File: config.mk
export PLATFORM = sky130hd
export DESIGN_NAME = sas_front
export DESIGN_NICKNAME = d
export VERILOG_FILES = /design/src/rtl/sas_pkg.sv /design/src/rtl/sas_front.sv
export SDC_FILE = /design/constraint.sdc
export NUM_CORES = 1
export LEC_CHECK = 0
export BUFFER_PORTS_ARGS = -buffer_cell sky130_fd_sc_hd__buf_2
export CAP_MARGIN = 20
export CORE_ASPECT_RATIO = 0.7
export CORE_MARGIN = 10
export CORE_UTILIZATION = 30
export CTS_CLUSTER_SIZE = 28
export DETAILED_ROUTE_END_ITERATION = 10
export GPL_TIMING_DRIVEN = 0
export RECOVER_POWER = 25
export SLEW_MARGIN = 10
export SYNTH_ARGS = -nofsm -noshare
export SYNTH_HDL_FRONTEND = slang
export SYNTH_SLANG_ARGS = --single-unit
File: constraint.sdc
create_clock -name clock -period 3.6 [get_ports clock]
set_input_delay 0.54 -clock clock [delete_from_list [all_inputs] [get_ports clock]]
set_output_delay 0.54 -clock clock [all_outputs]
set_load 0.01 [all_outputs]
File: src/rtl/sas_pkg.sv
// ----------------------------------------------------------------------------
// sas_pkg
// Shared types and constants of the sprite animation sequencer.
// ----------------------------------------------------------------------------
`default_nettype none
package sas_pkg;

   localparam logic [2:0] KIND_REGISTER = 3'd0;
   localparam logic [2:0] KIND_CREATE   = 3'd1;
   localparam logic [2:0] KIND_DESTROY  = 3'd2;
   localparam logic [2:0] KIND_TICK     = 3'd3;
   localparam logic [2:0] KIND_QUERY    = 3'd4;

   localparam logic [1:0] STATUS_OK     = 2'd0;
   localparam logic [1:0] STATUS_FULL   = 2'd1;
   localparam logic [1:0] STATUS_UNUSED = 2'd2;

   localparam logic [30:0] ACC_MAX = 31'h7FFF_FFFF;

   // One command as handed from the front to the back.
   typedef struct packed {
      logic [2:0]  kind;
      logic [7:0]  index;
      logic [9:0]  texture_id;
      logic [7:0]  frame_count;
      logic [7:0]  columns;
      logic [23:0] time_us;
      logic [11:0] tile_width;
      logic [11:0] tile_height;
      logic [11:0] start_x;
      logic [11:0] start_y;
      logic        looped;
   } cmd_type;

   // pattern record: texture, frames, columns, period, loop, tw, th, sx, sy
   typedef struct packed {
      logic [9:0]  texture;
      logic [7:0]  frames;
      logic [7:0]  cols;
      logic [23:0] period;
      logic        looped;
      logic [11:0] tw;
      logic [11:0] th;
      logic [11:0] sx;
      logic [11:0] sy;
   } pattern_type;

   typedef struct packed {
      logic [7:0]  pattern;
      logic [7:0]  frame;
      logic [30:0] acc;
      logic        stopped;
   } player_type;

endpackage
`default_nettype wire

File: src/rtl/sas_front.sv
// ----------------------------------------------------------------------------
// sas_front
// Accepts commands and holds them in a two-entry queue for the back end.
// ----------------------------------------------------------------------------
`default_nettype none
module sas_front
   import sas_pkg::*;
(
   input  wire logic    clock,
   input  wire logic    reset,
   input  wire logic    push,
   input  wire cmd_type push_cmd,
   output      logic    full,
   output      logic    q_valid,
   output      cmd_type q_cmd,
   input  wire logic    pop
);
   cmd_type    slot_ff [2];
   logic       wr_ff, rd_ff, wr_in, rd_in;
   logic [1:0] cnt_ff, cnt_in;

   assign full    = cnt_ff == 2'd2;
   assign q_valid = cnt_ff != 2'd0;
   assign q_cmd   = slot_ff[rd_ff];

   always_comb begin
      wr_in  = wr_ff ^ push;
      rd_in  = rd_ff ^ pop;
      cnt_in = cnt_ff + {1'b0, push} - {1'b0, pop};
   end

   always_ff @(posedge clock) begin
      if (reset) begin
         wr_ff  <= 1'b0;
         rd_ff  <= 1'b0;
         cnt_ff <= 2'd0;
      end else begin
         wr_ff  <= wr_in;
         rd_ff  <= rd_in;
         cnt_ff <= cnt_in;
      end
      if (push) begin
         slot_ff[wr_ff] <= push_cmd;
      end
   end
endmodule
`default_nettype wire

==> flow_summary.ini, run 1 <==
[logic_synthesis]
synthMuxAreaShare = 0.152
yosys.area_share.simple = 0.00368
synth-compound-area-share = 0
synth_top_area_share = 0.809
synth-edff-count = 220
synthFlopType = edfxtp_1
syn_area_per_cell_um2 = 22.6
synth_adder_area_share = 0.00613
synth-async-reset-ratio = 0
ys_seq_area_frac = 0.818
synth_fp_nets = 479
synth_top_family_by_area = multiplexers
synth_area_leaders = edfxtp_1, mux2_2, buf_6
yosysWarnings = 0
post-synth-top-count-cell = edfxtp_1
synth_area_um2 = 8170
yosys.area.top_type = edfxtp_1
syn_inst = 361
synth-xor-area-share = 0.00383
synth_cell_types = 12
synthTopCellsByCount = edfxtp_1, mux2_2, buf_6
synth-seq-cells = 224

[cts]
cts.sinks = 224
cts-buffers-inserted = 22
cts-hold-fix-buffers = 0
cts_max_level = 1
cts.path.max_buffers = 3
root_buffer = clkbuf_16
cts_tree = yes
post_cts_resized = 0
clock_latency_ns = 0.51
postCtsSetupBuffers = 0
clk_pin_slew_ns = 0.06

[worst_setup_path]
startpoint_type = flop
critPathKind = flop to output pin
critPathTopFamily = buffers and inverters
cp_num_buf_inv = 3
worstPathMaxFanout = 10
worstPathRequired_ns = 3.06
cpMostUsedCell = buf_6
path_cells = buf_6, buf_6, mux2_2, buf_2
worst_path_max_delay_cell = mux2_2
cp.depth = 4
arrival_ns = 1.80
slowest_delay_ns = 0.37
worstRegToRegCells = 3
cp-end-kind = output pin

[power]
ir_drop_mv = 0.399
internal-power_mw = 4.81
netSwitchingPower_mw = 1.31
power_frac_comb = 0.112
finalPower_mw = 6.13
p_sw_frac = 0.214
p_leak_nw = 3.86
powerDensity_nw_per_um2 = 580
p_seq_frac = 0.503
p_clk_frac = 0.385

[run]
max_cap_viol_count = 0

[die]
ios = 226
die_h_um = 158
fp.dieW_um = 217
core_um2 = 26800
fp.dieArea_um2 = 34300
start_util = 0.305
fp-row-count = 50

[routing]
vias_per_cell = 4.21
drc = 0
avgRoutedWirePerCell_um = 18.1
wl_met1_um = 7290
dr.pass1.iters = 4
met2_length_um = 8640
final_antenna_net_count = 0
wl_met3_um = 1650
drtIter0Drc = 189
top_layer_used = met5
num_vias = 4172
finalWirelength_um = 17900

[timing]
report.final.setup_viol = 0
timing.final.max_slew_violations = 0
max_freq_ghz = 0.428
tightest_slew_ns = 0.856
timing.final.crit_share = 0.649
slew_headroom = 0.429
rsz0062_at_grt = false
skew_ns = 0.0120
tns_ns = 0
final.min_clock_period_ns = 2.34
finalHoldViolCount = 0

[placement]
globalplace.congestion = 0.733
dp.final_hpwl_um = 13000
portBuffers = 225

[global_route]
overflow = 0
grt_pass1_vias = 4830
grt_pass1_wl_um = 26900
antenna_found_initial = 4
groute.usage.overall = 0.100
grt_max_degree = 57

[hold_path]
hold_class = input pin to flop
whs_path_depth = 1

[finish]
nets = 730
syn2layout_area_growth_pct = 29.2
drive_gt1_frac = 0.573
fill_cells = 2469

[run_status]
status = finished, final reports clean
[registers in the layout, indices dropped and copies added, names as in the netlist]
register and cells:
wr_ff 1, rd_ff 1, cnt_ff 2, slot_ff 220
[metrics by stage]
step	hold WS (ns)	setup slack [ns]	util	cell area, µm²	instances
after global routing	0.188	1.15	0.394	10600	991
final	0.216	1.26	0.394	10600	992
after global placement	0.563	0.362	0.364	9760	950
after detailed placement	0.612	1.37	0.367	9830	952
after CTS	0.183	1.18	0.395	10600	991
after floorplan	0.545	1.18	-	8180	361
[logic make-up (layout without fill, tap and decap cells)]
group	count (synthesis)	count (layout)
buf+inv	15	281
other cells	0	1
flops	224	224
xor+xnor	2	2
mux	110	110
simple gates	6	6
fa+ha+maj	4	4
[layout by cell type, fill, tap and decap left out]
master	netlist	final
diode_2	0	1
ha_4	0	2
ha_1	4	2
xnor2_1	1	1
mux2_2	110	110
buf_2	2	205
clkbuf_1	0	25
xnor3_1	1	1
nor2_1	3	3
buf_16	0	2
edfxtp_1	220	220
or2_2	1	1
clkinv_2	0	1
clkinv_4	0	1
nor2b_1	2	2
bufinv_16	0	4
clkinv_1	0	7
clkbuf_16	0	23
buf_6	10	10
inv_1	3	3
dfxtp_1	4	4
[worst register-to-register path: cells and delay by family (launching register included)]
kind,cells,cell delay (ns)
DFF,1,0.33
buffers and inverters,2,0.44
adders and majority gates,1,0.69
[path summary, 6_finish.rpt]
kind                              startpoint             end  slack, ns
worst min register to register         wr_ff           wr_ff       0.62
worst max register to register         wr_ff  slot_ff[0][92]       1.74
worst max-delay path                   rd_ff       q_cmd[11]       1.26
worst min-delay path            push_cmd[27]  slot_ff[1][27]       0.22
[power groups by stage]
stage,combinational [mW],sequential [mW],clock (mW)
3_5_place_dp,0.705,3.14,0
2_1_floorplan,0.383,3.13,0
6_report,0.683,3.08,2.36
3_3_place_gp,0.670,3.14,0
4_1_cts,0.710,3.08,2.45
5_1_grt,0.748,3.09,2.56
[layer usage]
metal | track usage | up-vias
met4 | 0.0239 | 2
met3 | 0.0454 | 26
met5 | 0 | -
met1 | 0.115 | 2048
li1 | - | 1938
met2 | 0.168 | 158
[layout make-up]
class	count	area [µm²]	area share
buffer	12	123	0.0116
multi-input combinational	122	1380	0.130
antenna	1	2.50	0.000237
tap	364	455	0.0432
clock inverter	13	160	0.0152
clock buffer	26	587	0.0556
sequential	224	6690	0.634
timing repair buffer	227	1150	0.109
inverter	3	11.3	0.00107
(Power assumes the default switching activity.)
==> run 2, diff against run 1 <==
Settings changed: ABC_AREA set to 1.
Clock period 3.6 ns to 2.45 ns, I/O delays scaled along.
==> run 2 against run 1 <==
  * Sequential share of layout area is 0.73 points lower
  * Count of clock-buffer cells in the layout is 3 higher
  * Largest power group unchanged
  * Largest cell class unchanged
  * First-iteration DRC count is 21% lower
  * Register-to-register slack worse by 0.57 ns
  * Combinational power is 46% higher
  * Synthesized cell count is 2.2% higher
==> flow_summary.ini, run 2 <==
[run_status]
status = finished, final reports clean

[die]
core_um2 = 26800
die_h_um = 158
fp.dieW_um = 217
start_util = 0.305
ios = 226
fp.dieArea_um2 = 34400
fp-row-count = 50

[power]
p_leak_nw = 3.93
finalPower_mw = 9.08
powerDensity_nw_per_um2 = 850
ir_drop_mv = 0.446

[routing]
finalWirelength_um = 17300
vias_per_cell = 4.17
drtIter0Drc = 150
met2_length_um = 8050
drc = 0
avgRoutedWirePerCell_um = 17.2
dr.pass1.iters = 4
final_antenna_net_count = 0
wl_met3_um = 1370
top_layer_used = met4
num_vias = 4206
wl_met1_um = 7570

[timing]
skew_ns = 0.0138
tightest_slew_ns = 0.321
fin_ws_ns = 0.303
report.final.setup_viol = 0
final.min_clock_period_ns = 2.15
timing.final.crit_share = 0.876
max_freq_ghz = 0.466
finalHoldViolCount = 0
timing.final.max_slew_violations = 0
rsz0062_at_grt = false
slew_headroom = 0.786

[worst_setup_path]
arrival_ns = 1.78
startpoint_type = flop
cp-end-kind = output pin
worstPathMaxFanout = 10
worstPathRequired_ns = 2.08
critPathKind = flop to output pin

[cts]
cts.path.max_buffers = 3
postCtsSetupBuffers = 0
clk_pin_slew_ns = 0.06
cts.sinks = 224
clock_latency_ns = 0.52
cts_max_level = 1
cts_tree = yes
root_buffer = clkbuf_16
cts-buffers-inserted = 24

[logic_synthesis]
synthFlopType = edfxtp_1
yosys.area.top_type = edfxtp_1
synth-seq-cells = 224
syn_area_per_cell_um2 = 22.2
synth_top_area_share = 0.808
synth-edff-count = 220
syn_inst = 369
post-synth-top-count-cell = edfxtp_1
synth-async-reset-ratio = 0
synthTopCellsByCount = edfxtp_1, mux2_2, buf_6
synth_area_leaders = edfxtp_1, mux2_2, buf_6
ys_seq_area_frac = 0.818
synth_cell_types = 12
yosysWarnings = 0
synth_fp_nets = 487
synth_area_um2 = 8180

[finish]
final_common_cell = edfxtp_1
syn2layout_area_growth_pct = 30.6
final_cell_mix = edfxtp_1, buf_2, mux2_2
regMostFlops = slot_ff
reg_top3 = slot_ff (220), cnt_ff (2)
nets = 745
drive_gt1_frac = 0.561
largest_reg_flops = 220

[global_route]
grt_pass1_vias = 4520
grt_pass1_wl_um = 26000
overflow = 0
antenna_found_initial = 1
grt_max_degree = 56
groute.usage.overall = 0.0965

[placement]
place_ws_ns = 0.773
dp.final_hpwl_um = 12200
portBuffers = 225
globalplace.congestion = 0.679

[hold_path]
hold_class = input pin to flop

[run]
max_cap_viol_count = 0
## run 2: cell count changes in the layout (fill, tap and decap cells not counted), moves of 2 or more
cell and delta:
dlygate4sd3_1 +3, inv_1 +4, nand2_1 +4, nor2_1 +2, clkbuf_1 +5, nor2b_1 -2, buf_2 -4, clkinv_1 -2
buf_16 +2, clkinv_2 +4, clkbuf_16 +2
## run 2: layer usage
layer | up-vias | global-route usage
met5 | - | 0
met4 | 0 | 0.0262
met3 | 23 | 0.0383
met2 | 134 | 0.153
met1 | 2070 | 0.120
li1 | 1979 | -
## run 2: critical path, cell delays in order, from the launching register on
cell and delay (ns):
dfxtp_1 0.35, buf_6 0.22, buf_6 0.19, mux2_2 0.35, buf_2 0.15
## run 2: repair_timing
| action | in CTS | in global routing |
|---|---|---|
| resized for setup | 0 | 0 |
| hold buffers | 3 | 0 |
| endpoints found under the hold margin | 6 | 0 |
## run 2: cell type report
class | count | area, µm²
Clock inverter | 14 | 143
Buffer | 12 | 123
Sequential cell | 224 | 6690
Clock buffer | 29 | 641
Inverter | 7 | 26.3
Multi-Input combinational cell | 126 | 1370
Timing Repair Buffer | 232 | 1230
Antenna cell | 1 | 2.50
Fill cell | 2508 | 16100
Tap cell | 364 | 455
## run 2: through the flow
step / instances / TNS [ns] / hold slack, ns / utilization / area (µm²)
2_1_floorplan: 369 / 0 / 0.434 / - / 8180
3_3_place_gp: 958 / -169.06 / 0.532 / 0.365 / 9760
3_5_place_dp: 962 / 0 / 0.559 / 0.369 / 9890
4_1_cts: 1008 / 0 / 0.000923 / 0.400 / 10700
5_1_grt: 1008 / 0 / 0.00232 / 0.399 / 10700
6_report: 1009 / 0 / 0.0408 / 0.399 / 10700
## run 2: path summary, 6_finish.rpt
kind	from	end	slack, ns	cells after the start
min	push_cmd[66]	slot_ff[0][66]	0.04	1
max	rd_ff	q_cmd[62]	0.30	4
max reg2reg	wr_ff	slot_ff[0][38]	1.17	3
min reg2reg	cnt_ff[1]	cnt_ff[1]	0.58	3
## run 2: logic make-up after synthesis
logic type               Yosys count  synth area share
AO/OA/AOI/OAI                      1          0.000612
flip-flops                       224             0.818
AND/OR/NAND/NOR                   10           0.00474
buffers and inverters             19            0.0182
XOR/XNOR                           1           0.00107
adder cells (fa/ha/maj)            4           0.00612
multiplexers                     110             0.151
## run 2: power by group
group	internal (mW)	switching, mW	total (mW)
Clock	2.17	1.39	3.56
Sequential	4.47	0.0443	4.52
Combinational	0.470	0.533	1.00
Total	7.11	1.97	9.08
==> run 3, diff against run 2 <==
Settings changed: CELL_PAD_IN_SITES_DETAIL_PLACEMENT set to 0, CELL_PAD_IN_SITES_GLOBAL_PLACEMENT set to 1, PLACE_DENSITY_LB_ADDON set to 0.1.
==> run 3 against run 2 <==
  * Total power down 5.3%
  * Largest cell class unchanged
  * Combinational power about the same
  * Routed wire length up 6.8%
  * Critical path type unchanged
==> flow_summary.ini, run 3 (synthesized netlist as in run 2, its figures left out) <==
[finish]
nets = 741
final_common_cell = edfxtp_1
fill_cells = 2535
drive_gt1_frac = 0.560
reg_top3 = slot_ff (220), cnt_ff (2)
regMostFlops = slot_ff
final_cell_mix = edfxtp_1, buf_2, mux2_2
largest_reg_flops = 220
syn2layout_area_growth_pct = 28.7

[global_route]
met2_usage = 0.163
groute.usage.overall = 0.103
grt_pass1_wl_um = 27200
top_usage_layer = met2
grt_max_degree = 55
use_met3 = 0.0439
use_met1 = 0.126
overflow = 0
grt_pass1_vias = 4567
antenna_found_initial = 6

[cts]
cts_max_level = 1
cts-buffers-inserted = 23
cts.path.max_buffers = 3
cts.sinks = 224
cts-hold-fix-buffers = 0
post_cts_resized = 0
clk_pin_slew_ns = 0.06
postCtsSetupBuffers = 0
cts_tree = yes
clock_latency_ns = 0.50
root_buffer = clkbuf_16

[power]
netSwitchingPower_mw = 1.92
p_sw_frac = 0.224
power_frac_comb = 0.117
p_clk_frac = 0.357
p_seq_frac = 0.526
ir_drop_mv = 0.449
powerDensity_nw_per_um2 = 817
p_leak_nw = 3.85
internal-power_mw = 6.67

[hold_path]
whs_path_depth = 1
hold_end = slot_ff[0][76]
hold_class = input pin to flop
min_from = push_cmd[76]

[placement]
place_ws_ns = 0.795
dp.final_hpwl_um = 13100
portBuffers = 225
globalplace.congestion = 0.693

[timing]
finalHoldViolCount = 0
fin_ws_ns = 0.316
final.min_clock_period_ns = 2.13
fin_hold_ws_ns = 0.0535
max_freq_ghz = 0.469
timing.final.max_slew_violations = 0
timing.final.crit_share = 0.871
skew_ns = 0.00585
tns_ns = 0
tightest_slew_ns = 0.322
report.final.setup_viol = 0
slew_headroom = 0.786
rsz0062_at_grt = false

[routing]
num_vias = 4200
drtIter0Drc = 194
final_antenna_net_count = 0
dr.pass1.iters = 4
avgRoutedWirePerCell_um = 18.4
vias_per_cell = 4.18
finalWirelength_um = 18500
drc = 0

[worst_setup_path]
worstRegToRegCells = 3
slowest_delay_ns = 0.36
cpMostUsedCell = buf_6
cp-end-kind = output pin
worstReg2RegStart = wr_ff
r2r_setup_slack_ns = 1.10
path_cells = buf_6, buf_6, mux2_2, buf_2
critPathTopFamily = buffers and inverters
startpoint_type = flop
critical_path.startpoint = rd_ff
arrival_ns = 1.77
worstPathMaxFanout = 10
critPathKind = flop to output pin
r2r-end = slot_ff[0][57]
cp_num_buf_inv = 3
worstPathRequired_ns = 2.08
worst_path_max_delay_cell = dfxtp_1

[die]
die_h_um = 158
fp.dieW_um = 217
fp.dieArea_um2 = 34400
core_um2 = 26800
start_util = 0.305
fp-row-count = 50
ios = 226

[run]
max_cap_viol_count = 0

[run_status]
status = finished, final reports clean
[run 3: metrics by stage]
stage,power (mW),instances,util,area (µm²)
2_1_floorplan,5.15,369,-,8180
3_3_place_gp,5.60,958,0.365,9760
3_5_place_dp,5.64,962,0.369,9890
4_1_cts,8.77,1002,0.394,10500
5_1_grt,9.00,1003,0.393,10500
6_report,8.59,1005,0.393,10500
[run 3: layout make-up]
class,count,area (µm²),share of cell area
sequential,224,6690,0.636
multi-input combinational,126,1370,0.130
timing repair buffer,229,1210,0.115
clock buffer,33,613,0.0583
tap,364,455,0.0433
buffer,12,123,0.0117
clock inverter,7,35.0,0.00333
inverter,7,26.3,0.00250
antenna,3,7.51,0.000714
[run 3: worst max path at each step]
stage                           endpoint  slack [ns]  depth (start not counted)
final                          q_cmd[59]        0.32                          4
after floorplan            slot_ff[1][0]        0.20                          1
after global routing           q_cmd[58]        0.20                          4
after global placement    slot_ff[0][24]       -0.79                          2
after detailed placement       q_cmd[97]        0.79                          4
after CTS                      q_cmd[43]        0.24                          4
[run 3: power by group through the flow]
stage | Sequential [mW] | Clock, mW | Combinational, mW
floorplan | 4.60 | 0 | 0.551
global placement | 4.61 | 0 | 0.992
detailed placement | 4.60 | 0 | 1.04
CTS | 4.52 | 3.21 | 1.05
global route | 4.53 | 3.36 | 1.11
finish | 4.52 | 3.07 | 1.01
[run 3: metal layers]
metal  wire length, µm  part of all wire  vias to the layer above
met4               436             0.024                        6
met3              1590             0.086                       37
met2              8690              0.47                      135
met1              7780              0.42                     2052
met5                31            0.0017                        -
li1                  -                 -                     1970
